File: config.mk
export PLATFORM = sky130hd
export DESIGN_NAME = sorted_multiset_table_top
export DESIGN_NICKNAME = d
export VERILOG_FILES = /design/src/rtl/smt_pkg.sv /design/src/rtl/smt_cell.sv /design/src/rtl/sorted_multiset_table_top.sv
export VERILOG_INCLUDE_DIRS = /design/src /design/src/rtl
export SDC_FILE = /design/constraint.sdc
export NUM_CORES = 1
export LEC_CHECK = 0
export BUFFER_PORTS_ARGS = -buffer_cell sky130_fd_sc_hd__buf_2
export CAP_MARGIN = 20
export CORE_MARGIN = 2
export CORE_UTILIZATION = 35
export CTS_BUF_LIST = sky130_fd_sc_hd__clkbuf_16
export DETAILED_ROUTE_END_ITERATION = 12
export PLACE_DENSITY = 0.49
export SLEW_MARGIN = 20
export SYNTH_ARGS = -nofsm -noshare
export SYNTH_HDL_FRONTEND = slang
export SYNTH_SLANG_ARGS = --single-unit
File: constraint.sdc
create_clock -name clock -period 8.05 [get_ports clock]
set_input_delay 2.0125 -clock clock [delete_from_list [all_inputs] [get_ports clock]]
set_output_delay 2.0125 -clock clock [all_outputs]
set_load 0.1 [all_outputs]
File: src/rtl/sorted_multiset_table_top_defines.svh
// ----------------------------------------------------------------------------
// sorted_multiset_table_top_defines.svh
// Assertion macros shared by the sorted multiset table.
// ----------------------------------------------------------------------------
`ifndef SORTED_MULTISET_TABLE_TOP_DEFINES_SVH
`define SORTED_MULTISET_TABLE_TOP_DEFINES_SVH

// Same-cycle implication, checked at every rising clock edge out of reset.
`define SMT_ASSERT_SAME(name, clk, rst, ante, cons, msg) \
   name: assert property (@(posedge clk) disable iff (rst) (ante) |-> (cons)) else $error(msg);

// Next-cycle implication.
`define SMT_ASSERT_NEXT(name, clk, rst, ante, cons, msg) \
   name: assert property (@(posedge clk) disable iff (rst) (ante) |=> (cons)) else $error(msg);

`endif

File: src/rtl/smt_pkg.sv
// ----------------------------------------------------------------------------
// smt_pkg
// Sizes, operation and status codes, and the control word shared by the cells.
// ----------------------------------------------------------------------------
package smt_pkg;

   localparam int DEPTH    = 16;
   localparam int VALUE_W  = 16;
   localparam int COUNT_W  = $clog2(DEPTH + 1);
   localparam int KIND_W   = 2;
   localparam int STATUS_W = 3;
   localparam int OUTCNT_W = 5;

   localparam logic [KIND_W-1:0] KIND_INSERT = 2'd0;
   localparam logic [KIND_W-1:0] KIND_REMOVE = 2'd1;
   localparam logic [KIND_W-1:0] KIND_CLEAR  = 2'd2;

   localparam logic [STATUS_W-1:0] ST_INSERTED  = 3'd0;
   localparam logic [STATUS_W-1:0] ST_REMOVED   = 3'd1;
   localparam logic [STATUS_W-1:0] ST_NOT_FOUND = 3'd2;
   localparam logic [STATUS_W-1:0] ST_FULL      = 3'd3;
   localparam logic [STATUS_W-1:0] ST_CLEARED   = 3'd4;

   // Broadcast to every cell in the row.
   typedef struct packed {
      logic               do_insert;
      logic               do_remove;
      logic [VALUE_W-1:0] key;
   } smt_ctrl_type;

endpackage

File: src/rtl/smt_cell.sv
// ----------------------------------------------------------------------------
// smt_cell
// One slot of the sorted row: compares its entry with the key and shifts
// right on insert or left on remove.
// ----------------------------------------------------------------------------
module smt_cell (
   input  logic                               clock,
   input  smt_pkg::smt_ctrl_type              ctrl,
   input  logic                               valid,
   input  logic                               left_lt,
   input  logic [smt_pkg::VALUE_W-1:0]        left_entry,
   input  logic [smt_pkg::VALUE_W-1:0]        right_entry,
   output logic                               lt_out,
   output logic                               hit_out,
   output logic [smt_pkg::VALUE_W-1:0]        entry_out
);

   logic [smt_pkg::VALUE_W-1:0] entry_ff;
   logic [smt_pkg::VALUE_W-1:0] entry_in;

   // The row is sorted, so the cells holding values below the key form a
   // prefix; the first equal entry sits right after that prefix.
   assign lt_out    = valid && (entry_ff < ctrl.key);
   assign hit_out   = valid && (entry_ff == ctrl.key) && left_lt;
   assign entry_out = entry_ff;

   always_comb begin
      entry_in = entry_ff;
      priority if (ctrl.do_insert) begin
         if (!lt_out) begin
            entry_in = left_lt ? ctrl.key : left_entry;
         end
      end else if (ctrl.do_remove) begin
         if (!lt_out) begin
            entry_in = right_entry;
         end
      end else begin
         entry_in = entry_ff;
      end
   end

   always_ff @(posedge clock) begin
      entry_ff <= entry_in;
   end

endmodule

File: src/rtl/sorted_multiset_table_top.sv
// ----------------------------------------------------------------------------
// sorted_multiset_table_top
// Bounded sorted multiset kept in a row of compare-and-shift cells.
//
//   channel | dir | tdata                  | tuser
//   req     | in  | [15:0] coin_value      | [1:0] kind
//   rsp     | out | [4:0] entry_count, pad | [2:0] status
//
// The cells compare against the key in parallel and shift in the same edge,
// so one word is taken per cycle while req_tready is high.
// The result appears in the cycle after acceptance, in an output register.
// req_tready drops only while a result waits and rsp_tready is low.
// Reset empties the count; the cell entries are not cleared.
// ----------------------------------------------------------------------------
`include "sorted_multiset_table_top_defines.svh"

module sorted_multiset_table_top (
   input  logic        clock,
   input  logic        reset,
   input  logic        req_tvalid,
   output logic        req_tready,
   input  logic [15:0] req_tdata,   // [15:0] coin_value
   input  logic [1:0]  req_tuser,   // [1:0] kind
   output logic        rsp_tvalid,
   input  logic        rsp_tready,
   output logic [7:0]  rsp_tdata,   // [4:0] entry_count, [7:5] zero
   output logic [2:0]  rsp_tuser    // [2:0] status
);

   localparam int N  = smt_pkg::DEPTH;
   localparam int CW = smt_pkg::COUNT_W;

   logic [CW-1:0]                count_ff;
   logic [CW-1:0]                count_in;
   logic                         rsp_valid_ff;
   logic                         rsp_valid_in;
   logic [smt_pkg::STATUS_W-1:0] status_ff;
   logic [smt_pkg::STATUS_W-1:0] status_in;
   logic [smt_pkg::OUTCNT_W-1:0] out_count_ff;
   logic [smt_pkg::OUTCNT_W-1:0] out_count_in;

   logic                         req_accept;
   logic                         full;
   logic                         found;
   smt_pkg::smt_ctrl_type        ctrl;
   logic [N-1:0]                 valid_vec;
   logic [N-1:0]                 lt_vec;
   logic [N-1:0]                 hit_vec;
   logic [smt_pkg::VALUE_W-1:0]  entry_arr [N];
   logic [CW+smt_pkg::OUTCNT_W-1:0] count_ext;

   assign req_tready = !rsp_valid_ff || rsp_tready;
   assign req_accept = req_tvalid && req_tready;
   assign full       = (count_ff == CW'(N));
   assign found      = |hit_vec;

   assign ctrl.key       = req_tdata;
   assign ctrl.do_insert = req_accept && (req_tuser == smt_pkg::KIND_INSERT) && !full;
   assign ctrl.do_remove = req_accept && (req_tuser == smt_pkg::KIND_REMOVE) && found;

   for (genvar i = 0; i < N; i++) begin : g_cell
      assign valid_vec[i] = (CW'(i) < count_ff);
      smt_cell u_cell (
         .clock       (clock),
         .ctrl        (ctrl),
         .valid       (valid_vec[i]),
         .left_lt     ((i == 0) ? 1'b1 : lt_vec[(i == 0) ? 0 : i - 1]),
         .left_entry  (entry_arr[(i == 0) ? 0 : i - 1]),
         .right_entry (entry_arr[(i == N - 1) ? i : i + 1]),
         .lt_out      (lt_vec[i]),
         .hit_out     (hit_vec[i]),
         .entry_out   (entry_arr[i])
      );
   end

   always_comb begin
      count_in  = count_ff;
      status_in = smt_pkg::ST_NOT_FOUND;
      unique case (req_tuser)
         smt_pkg::KIND_INSERT: begin
            if (full) begin
               status_in = smt_pkg::ST_FULL;
            end else begin
               status_in = smt_pkg::ST_INSERTED;
               count_in  = count_ff + CW'(1);
            end
         end
         smt_pkg::KIND_REMOVE: begin
            if (found) begin
               status_in = smt_pkg::ST_REMOVED;
               count_in  = count_ff - CW'(1);
            end
         end
         smt_pkg::KIND_CLEAR: begin
            status_in = smt_pkg::ST_CLEARED;
            count_in  = '0;
         end
         default: begin
            status_in = smt_pkg::ST_NOT_FOUND;
         end
      endcase
      count_ext    = {{smt_pkg::OUTCNT_W{1'b0}}, count_in};
      out_count_in = count_ext[smt_pkg::OUTCNT_W-1:0];
      rsp_valid_in = req_accept || (rsp_valid_ff && !rsp_tready);
   end

   always_ff @(posedge clock) begin
      if (reset) begin
         count_ff     <= '0;
         rsp_valid_ff <= 1'b0;
      end else begin
         rsp_valid_ff <= rsp_valid_in;
         if (req_accept) begin
            count_ff <= count_in;
         end
      end
      if (req_accept) begin
         status_ff    <= status_in;
         out_count_ff <= out_count_in;
      end
   end

   assign rsp_tvalid = rsp_valid_ff;
   assign rsp_tuser  = status_ff;
   assign rsp_tdata  = {3'b000, out_count_ff};

   `SMT_ASSERT_SAME(a_count_bound, clock, reset, 1'b1, count_ff <= CW'(N), "count above depth")
   `SMT_ASSERT_NEXT(a_insert_grows, clock, reset, ctrl.do_insert, count_ff == $past(count_ff) + CW'(1), "insert did not grow count")
   `SMT_ASSERT_NEXT(a_clear_empties, clock, reset, req_accept && (req_tuser == smt_pkg::KIND_CLEAR), count_ff == '0, "clear left entries")
   `SMT_ASSERT_NEXT(a_result_follows, clock, reset, req_accept, rsp_valid_ff, "accepted word gave no result")

endmodule
; After elaboration in Yosys (flattened, before gate mapping)
; Cells that the tools add are included.
[totals]
in_bits = 22
register_bits = 270
elab_cells = 247
output_inout_bits = 13
[op_classes]
eq_ne = 19
addsub = 2
muxes = 81
order_cmp = 32
reduce_logical = 77
n_bitwise = 16
[ops]
columns = cell, count
row1 = $mux W16, 75
row2 = $eq A16 B16 Y1, 16
row3 = $lt A16 B16 Y1, 16
row4 = $logic_and A1 B1 Y1, 53
row5 = $lt A4 B5 Y1 const A, 8
row6 = $reduce_and A2 Y1, 16
row7 = $lt A3 B5 Y1 const A, 4
row8 = $not A1 Y1, 16
row9 = $reduce_or A16 Y1, 1
row10 = $pmux W5 S3, 1
row11 = $lt A1 B5 Y1 const A, 2
row12 = $lt A2 B5 Y1 const A, 2
row13 = $mux W5, 2
row14 = $pmux W3 S3, 1
row15 = $add A5 B1 Y5 const B, 1
row16 = $eq A5 B5 Y1 const B, 1
row17 = $sub A5 B1 Y5 const B, 1
row18 = $mux W2, 2
row19 = $logic_not A1 Y1, 3
row20 = $eq A2 B1 Y1 const B, 1
row21 = $eq A2 B2 Y1 const B, 1
row22 = $logic_not A2 Y1, 1
row23 = $logic_or A1 B1 Y1, 2
row24 = $reduce_bool A2 Y1, 1

; Depth between registers and ports, before layout
[depth]
word_depth = 7
mapped_depth = 14
depth_no_buf = 11

; Hierarchy
; From an unflattened synthesis, not the netlist that was laid out.
[unflattened]
cells_unflattened = 2236
hier_area_um2 = 21371.7
[by_module_without_submodules]
columns = module, seq_area_each_um2, area_per_inst_um2, cells_each, instances
row1 = smt_cell, 480.5, 1265.0, 131, 16
row2 = sorted_multiset_table_top, 360.3, 1132.3, 140, 1

; Worst setup path before layout
; OpenSTA, ideal clock, no wires.
[synth_path]
path_type = input to register
from = in req_tdata[13]
to = reg g_cell[10].u_cell.entry_ff (netlist bit g_cell[10].u_cell.entry_out[0]), enable pin
stages = 13
setup_time_ns = 0.390
arrival_ns = 5.897
setup_slack_ns = 1.762
cell_sequence = clkinv_1 clkbuf_1 ha_1 a211oi_1 nor2_1 or3_1 or4_1 buf_2 o2111ai_2 nor4_2 and2_4 a211o_1 nor2b_1
[synth_between]
elab_chain_len = 7
word_cells_on_any_way = 82
[synth_lines]
columns = item, line
row1 = start: declaration, sorted_multiset_table_top.sv:22  ; input logic [15:0] req_tdata,
row2 = $lt A16 B16 Y1 or $eq A16 B16 Y1 (tied branches), "smt_cell.sv:23, smt_cell.sv:24"
row3 = $logic_and A1 B1 Y1 (on tied branches), "smt_cell.sv:23, smt_cell.sv:24"
row4 = $logic_and A1 B1 Y1, smt_cell.sv:24  ; assign hit_out = valid && (entry_ff == ctrl.key) && left_lt;
row5 = $reduce_or A16 Y1, sorted_multiset_table_top.sv:55  ; assign found = |hit_vec;
row6 = $logic_and A1 B1 Y1, sorted_multiset_table_top.sv:59  ; assign ctrl.do_remove = req_accept && (req_tuser == smt_pkg::KIND_REMOVE) && found;
row7 = $reduce_bool A2 Y1 (no source line), -
row8 = $reduce_and A2 Y1 (no source line) (*), -
row9 = end signal: assignment, smt_cell.sv:43  ; entry_ff <= entry_in;
row10 = end: declaration, smt_cell.sv:18  ; logic [smt_pkg::VALUE_W-1:0] entry_ff;
; Mark *: on every way between the ends. The rest lies on a longest branch, timed or not.
; A chain may end at the register's enable or synchronous reset.

; Worst setup path in the final report
[layout_path]
from = in req_tdata[7]
to = reg g_cell[10].u_cell.entry_ff (netlist bit g_cell[10].u_cell.entry_out[9]), enable pin
; The elaborated chain is that of the path after synthesis.

==> metrics.cfg <==
[place]
place.port_buffers=31
dp_hpwl_mm=45.22
gp_congestion=0.8472

[floorplanning]
dieArea_sq_um=57780
rows=86
start_util_pct=35.42
die_h_um=240.4
core_sq_um=55200
ios=35
die_w_um=240.4

[drt]
drc_errors=0
drt_pass1_iterations=5
drt-initial-drc-count=1468
antenna_left=0
vias=16670
routed_wl_mm=62.77
wl_per_cell_um=20.98
via_per_inst=5.572

[synthesis]
ys_seq_elements=270
synth_ff_type=edfxtp_1
yosysWarnings=0
synth_area_leader_cell=edfxtp_1
syn-cell-area_sq_um=19550
synth-seq-area-share_pct=41.16
async_reset_ff_share_pct=0
synth.distinct_cells=62
yosys-top-cells-area=edfxtp_1 (41%), ha_1 (17%), a21oi_1 (7.9%)
syn_area_per_cell_sq_um=8.784
synthCells=2226
synth_edf_count=264
synth_top_area_share_pct=40.54

[clocking]
postCtsSetupBuffers=0
cts-root-buf=clkbuf_16
hold_buffers=0
cts_buffers=35
clock-sinks=270
clk_latency_ps=560
cts_tree=built
cts_buffer_depth=3
path_clk_slew_ps=50
htree_levels=2
cts-resized-gates=0

[setup_path]
crit_path_end_kind=flip-flop
cp-endpoint=g_cell[10].u_cell.entry_out[9]
crit_fanout=16
max_stage_delay_ps=700
crit_required_ps=8350
crit_family=simple AND/OR/NAND/NOR gates
timing.critical_path.cells=buf_2, clkinv_1, buf_4, buf_4, ha_1, nand2_1, nor4_1, o21ai_0, nand4_1, o2111ai_1, nor4_2, and2_4, a211o_1, buf_4, nor2b_1, buf_4
critPathKind=in -> reg
critPathMostFrequentCell=buf_4
cp_num_cells=16
rr_worst_depth=12
r2r_end=g_cell[10].u_cell.entry_out[9]
startpoint_type=input port
crit_buf_inv=6
slowest_stage=a211o_1
reg2reg_slack_ps=3170
cp.arrival_ps=7280
critPathLaunch=req_tdata[7]
r2r-start=g_cell[13].u_cell.entry_out[11]

[global_route]
grt_use_total_pct=21.81
grt_first_pass_wirelength_mm=96.35
grt_busiest_layer=met2
grtUsageMet3_pct=3.456
grt.overflow.total=0
grt_pass1_vias=16080
grt_max_degree=259
use_met2_pct=32.68
antenna_found_initial=1
grt_use_met1_pct=32.38

[power]
p_per_area_nw_per_um2=170.4
ir_drop_uv=107.5
power_leakage_uw=0.008916
p_total_uw=3703

[hold_path]
hold_path.class=reg -> reg

[cells_and_area]
final_layout_size_suffix_gt1_share_pct=7.175
area_delta_synth_final_pct=11.16
nNetsFinal=2498
insertedDiodeCount=0

[outcome]
outcome=finished, final reports clean

[timing]
post-route-period-util_pct=86.69
worstMarginPinSlew_ps=1067
grt_setup_unrepaired=false
slew_viol_final=0
tns_ps=0
finalHoldViolCount=0
setup_viol=0
skew_ps=21.44
slew_headroom_pct=28.80
period_minus_slack_ps=6979
fmaxAchievable_mhz=143.3

[run]
drv_cap=0

metrics by stage:
step | std cells | setup slack [ps] | cell area [sq um] | utilization [%] | hold slack [ps]
after CTS | 2992 | 1205 | 21730 | 39.37 | 568.8
after detailed placement | 2928 | 628.5 | 20580 | 37.29 | 537.7
after global placement | 2928 | 848.9 | 20580 | 37.29 | 553.6
after floorplan | 2228 | 1762 | 19560 | - | 521.9
final | 2992 | 1071 | 21740 | 39.38 | 565.6
after global routing | 2992 | 825.3 | 21740 | 39.38 | 580.0
per-layer routing:
| metal | routed length, um | vias up |
|---|---|---|
| met2 | 26820 | 470 |
| met3 | 3852 | 92 |
| met4 | 1412 | 2 |
| met1 | 30670 | 7972 |
| met5 | 9 | - |
| li1 | - | 8135 |
layout by cell type, fill, tap and decap left out, drive strengths merged, types with 27 or more instances in the layout:
cell type	count
nor3	27
buf	88
clkbuf	36
o21ai	302
a21oi	309
inv	38
ha	259
nor2	261
edfxtp	264
nor2b	30
nand2	318
nand4	62
registers in the layout, indices dropped and copies added, names as in the netlist:
| name | cells |
|---|---|
| g_cell.u_cell.entry_out | 256 |
| count_ff | 5 |
| out_count_ff | 5 |
| rsp_tuser | 3 |
| rsp_tvalid | 1 |
final cells by class:
cell class                      count  area (sq um)
Sequential cell                   270          8048
Tap cell                          748         935.9
Clock inverter                     28         246.5
Multi-Input combinational cell   1781         10830
Inverter                           41         153.9
Fill cell                        5460         33460
Timing Repair Buffer               88         620.6
Clock buffer                       36         900.9
tightest hold or removal path, cell delays in order (launching register included):
cell and delay, ps:
edfxtp_1 350, nand2_1 50, o21ai_0 60
power by group:
group	switching, uW	leakage (uW)	internal [uW]
Sequential	40.9	0.00248	1590
Combinational	311	0.00585	148
Clock	666	0.000590	943
Total	1020	0.00892	2690
synthesized netlist by cell type, drive strengths merged (3+ instances only):
library cell,count
a2111o,3
a2111oi,7
a211o,6
a211oi,10
a21boi,9
a21o,26
a21oi,309
a31oi,6
and3,3
buf,13
clkbuf,123
clkinv,15
dfxtp,6
edfxtp,264
ha,259
inv,26
mux2i,15
nand2,318
nand2b,14
nand3,25
nand4,62
nor2,261
nor2b,30
nor3,27
nor3b,6
nor4,12
nor4b,3
o2111ai,6
o211a,5
o211ai,10
o21a,6
o21ai,302
or2,4
or3,6
or4,4
worst min path at each step:
stage	start	to	slack, ps	cells after the start
floorplan	g_cell[15].u_cell.entry_out[0]	g_cell[14].u_cell.entry_out[0]	520	2
global placement	g_cell[15].u_cell.entry_out[9]	g_cell[14].u_cell.entry_out[9]	550	2
detailed placement	g_cell[15].u_cell.entry_out[0]	g_cell[14].u_cell.entry_out[0]	540	2
CTS	g_cell[15].u_cell.entry_out[0]	g_cell[14].u_cell.entry_out[0]	570	2
global route	g_cell[15].u_cell.entry_out[5]	g_cell[14].u_cell.entry_out[5]	580	2
finish	g_cell[15].u_cell.entry_out[0]	g_cell[14].u_cell.entry_out[0]	570	2
logic make-up (layout without fill, tap and decap cells):
logic type / after synthesis / count (layout) / synth area share, %
other: 1 / 3 / 0.01918
adders and majority gates: 259 / 259 / 16.57
and+or+nand+nor: 784 / 784 / 17.74
AOI/OAI and AO/OA: 717 / 717 / 20.01
DFF: 270 / 270 / 41.16
muxes: 17 / 17 / 0.8830
xor gates and xnor gates: 1 / 1 / 0.04480
buffers and inverters: 177 / 193 / 3.570
(Power assumes the default switching activity.)
